--- config.mk ---
export PLATFORM = sky130hd
export DESIGN_NAME = sacf_ctrl
export DESIGN_NICKNAME = d
export VERILOG_FILES = /design/src/sacf_pkg.sv /design/src/sacf_ctrl.sv
export SDC_FILE = /design/constraint.sdc
export NUM_CORES = 1
export LEC_CHECK = 0
export ABC_CLOCK_PERIOD_IN_PS = 2450
export BUFFER_PORTS_ARGS = -buffer_cell sky130_fd_sc_hd__buf_2
export CAP_MARGIN = 20
export CORE_AREA = 2 2 39 41
export CTS_BUF_LIST = sky130_fd_sc_hd__clkbuf_16
export CTS_CLUSTER_DIAMETER = 200
export DETAILED_ROUTE_END_ITERATION = 10
export DIE_AREA = 0 0 41 43
export GPL_ROUTABILITY_DRIVEN = 0
export HOLD_SLACK_MARGIN = 0.15
export PLACE_DENSITY = 0.3
export SKIP_CTS_REPAIR_TIMING = 1
export SYNTH_ARGS = -nofsm -noshare
export SYNTH_HDL_FRONTEND = slang
export SYNTH_SLANG_ARGS = --single-unit
--- constraint.sdc ---
create_clock -name clk -period 2.45 [get_ports clk]
set_clock_uncertainty 0.2 [all_clocks]
set_input_delay 0.1225 -clock clk [delete_from_list [all_inputs] [get_ports clk]]
set_output_delay 0.1225 -clock clk [all_outputs]
set_load 0.005 [all_outputs]
--- src/sacf_pkg.sv ---
package sacf_pkg;

  localparam int MAX_SET_BITS_DEF = 10;
  localparam int MAX_WAYS_DEF     = 8;
  localparam int ADDR_BITS_DEF    = 48;

  localparam int CFG_IDX_W  = 2;
  localparam int CFG_DATA_W = 4;
  localparam int CNT_W      = 32;

  typedef enum logic [CFG_IDX_W-1:0] {
    REG_WAYS        = 2'd0,
    REG_INDEX_BITS  = 2'd1,
    REG_OFFSET_BITS = 2'd2,
    REG_LAYOUT      = 2'd3
  } cfg_reg_t;

  typedef enum logic [1:0] {
    ST_CLEAR,
    ST_IDLE,
    ST_LOOKUP,
    ST_OUTPUT
  } sacf_state_t;

  // Controller to datapath.
  typedef struct packed {
    logic clear_en;
    logic accept;
    logic update;
  } sacf_cmd_t;

  // Datapath to controller.
  typedef struct packed {
    logic clear_done;
  } sacf_stat_t;

endpackage

--- src/sacf_ctrl.sv ---
module sacf_ctrl
  import sacf_pkg::*;
(
  input  logic       clk,
  input  logic       rst_n,
  input  logic       in_valid,
  output logic       in_ready,
  output logic       out_valid,
  input  logic       out_ready,
  output sacf_cmd_t  cmd,
  input  sacf_stat_t stat
);
  sacf_state_t state_r, state_nxt;

  always_ff @(posedge clk) begin
    if (!rst_n) begin
      state_r <= ST_CLEAR;
    end else begin
      state_r <= state_nxt;
    end
  end

  always_comb begin
    state_nxt    = state_r;
    in_ready     = 1'b0;
    out_valid    = 1'b0;
    cmd          = '0;
    unique case (state_r)
      ST_CLEAR: begin
        cmd.clear_en = 1'b1;
        if (stat.clear_done) begin
          state_nxt = ST_IDLE;
        end
      end
      ST_IDLE: begin
        in_ready = 1'b1;
        if (in_valid) begin
          cmd.accept = 1'b1;
          state_nxt  = ST_LOOKUP;
        end
      end
      ST_LOOKUP: begin
        cmd.update = 1'b1;
        state_nxt  = ST_OUTPUT;
      end
      ST_OUTPUT: begin
        out_valid = 1'b1;
        // The next item may be taken in the same cycle as the result leaves.
        if (out_ready) begin
          in_ready = 1'b1;
          if (in_valid) begin
            cmd.accept = 1'b1;
            state_nxt  = ST_LOOKUP;
          end else begin
            state_nxt = ST_IDLE;
          end
        end
      end
      default: state_nxt = ST_IDLE;
    endcase
  end
endmodule

==> results_dict.tcl <==
set metrics [dict create \
    post_drt_wl_per_cell_um 8.24 \
    areaGrowthSynthToFinish_pct 143 \
    io_pins 10 \
    top_register "state_r" \
    die_h_um 43 \
    timing.slew.headroom_pct 86.4 \
    yosysUniqueCellTypes 11 \
    setup.worst_path.start_class "input port" \
    setup_viol 0 \
    start_util_pct 9.13 \
    dp.cells 39 \
    cts_buffers 3 \
    place.detailed.hpwl_um 269 \
    synth_top_area_cell "dfxtp_1" \
    dieArea_mm2 0.00176 \
    use_met2_pct 4.69 \
    port_buffers 9 \
    drt_iter0_drc 1 \
    p_leak_nw 0.150 \
    cp-end-kind "flop" \
    grt_max_degree 8 \
    cts.sinks 2 \
    grt_overflow 0 \
    tightest_slew_ns 0.202 \
    slew_violations 0 \
    cts_buffer_depth 2 \
    powerDensity_mw_per_mm2 1020 \
    clock-root-buffer "clkbuf_16" \
    stdcell_count 46 \
    worstReg2RegEnd "state_r[1]" \
    clk_latency_ns 0.22 \
    synthTopCellsByArea "dfxtp_1 32%, and2_2 18%, a211oi_2 9.9%, and2_4 6.9%, and2b_2 6.9%" \
    ant_nets 0 \
    fp-row-count 14 \
    drive_above_1_share_pct 60.0 \
    path_common_cell "dlygate4sd3_1" \
    nets 37 \
    die_w_um 41 \
    cap_violations 0 \
    status "finished clean" \
    yosys_warnings 0 \
    crit_fanout 3 \
    ff_latch_area_um2 40.0 \
    reg2reg_slack_ns 0.91 \
    drtPass1Iterations 2 \
    synthesis.area_um2 126 \
    syn_area_per_cell_um2 9.03 \
    grt_pass1_vias 125 \
    vias 158 \
    synth_nets 19 \
    global_route.usage.met1_pct 5.43 \
    startpoint "in_valid" \
    multi_input_area_um2 82.6 \
    ys_seq_elements 2 \
    busiest_layer "met4" \
    r2r-start "state_r[0]" \
    n_antenna_cell 0 \
    max_stage_delay_ns 0.55 \
    crit_required_ns 2.35 \
    avgViaCountPerCell 3.43 \
    grt_pass1_wl_um 524 \
    min_period_ns 1.75 \
    cts_max_level 1 \
    rr_worst_depth 3 \
    synth_top_area_share_pct 31.7 \
    drc_errors 0 \
    largest_reg_flops 2 \
    crit_arrival_ns 1.64 \
    grtUsageMet3_pct 6.28 \
    fmaxAchievable_ghz 0.573 \
    finalHoldViolations 0 \
    hold_path_class "in2out" \
    antenna_found_initial 0 \
    crit_chain "dlygate4sd3_1 > buf_2 > and2_4 > o21a_1 > dlygate4sd3_1" \
    critPathCapture "state_r[1]" \
    finalCritPeriodShare_pct 71.2 \
    core_mm2 0.00138 \
    n_fill_cell 156 \
    cts_tree "yes" \
    postSynthCellCount 14 \
    peakVddDrop_mv 0.282 \
    yosysSeqAreaShare_pct 31.7 \
    top_regs "state_r x2" \
    routed_wl_um 379 \
    rsz0062_at_grt "no" \
    criticalPathCategory "in2reg" \
    cp_slowest_cell "dlygate4sd3_1" \
    setup-tns-final_ns 0 \
    grt_usage_pct 5.61 \
    clk_pin_slew_ns 0.03 \
]
[area by class of cell]
cell class              instances  area share [%]
repair buffers                 13            27.8
multi-input cells              11            26.9
clock buffers                   3            24.5
flip-flops and latches          2            13.1
well taps                      16            6.53
inverters                       1            1.22
[power by group]
part           internal, mW  switching, mW
Clock                 0.208         0.0364
Sequential           0.0356        0.00348
Combinational        0.0197         0.0101
[stage by stage]
stage	setup slack (ns)	area (µm²)	hold slack (ns)	util, %	power, mW
3_3_place_gp	1.34	191	0.147	13.8	0.0623
3_5_place_dp	1.32	191	0.167	13.8	0.0636
2_1_floorplan	1.46	126	0.0401	-	0.0520
4_1_cts	1.08	267	-0.0567	19.3	0.310
6_report	0.704	307	0.510	22.2	0.313
5_1_grt	0.668	307	0.569	22.2	0.325
[per-layer routing]
layer,vias to the layer above,wire (µm)
li1,78,-
met4,0,23
met2,12,111
met5,-,0
met1,64,172
met3,4,72
[worst min-delay path by stage]
stage | startpoint | to | slack, ns | depth (start not counted)
2_1_floorplan | rst_n | state_r[1] | 0.04 | 1
3_3_place_gp | rst_n | state_r[1] | 0.15 | 2
3_5_place_dp | rst_n | state_r[1] | 0.17 | 2
4_1_cts | rst_n | state_r[1] | -0.06 | 2
5_1_grt | out_ready | cmd[1] | 0.57 | 4
6_report | out_ready | cmd[1] | 0.51 | 4
[worst max-delay path, delay by kind of cell]
kind | cells | cell delay, ns
AND/OR/NAND/NOR | 1 | 0.15
AO/OA/AOI/OAI | 1 | 0.17
buffers and inverters | 3 | 1.20
[logic make-up (layout without fill, tap and decap cells)]
kind of cell	after synthesis	after routing	synth area share, %
AND/OR/NAND/NOR	8	8	43.6
AO/OA/AOI/OAI	3	3	21.8
flip-flops	2	2	31.7
buffers and inverters	1	17	2.97
[cells in the final DEF, fill, tap and decap left out]
cell type / synthesis / layout
clkbuf_16: 0 / 3
nand2b_1: 1 / 1
buf_2: 0 / 9
a21boi_0: 1 / 1
dlygate4sd3_1: 0 / 4
nor2_1: 1 / 1
nor3_1: 1 / 1
and2_2: 3 / 3
and2_4: 1 / 1
inv_1: 1 / 1
o21a_1: 1 / 1
dfxtp_1: 2 / 2
a211oi_2: 1 / 1
and2b_2: 1 / 1
[cells in the mapped netlist (all sizes together)]
cell type / number
a211oi: 1
a21boi: 1
and2: 4
and2b: 1
dfxtp: 2
inv: 1
nand2b: 1
nor2: 1
nor3: 1
o21a: 1
Note: power is estimated with default switching activity, not from simulation.
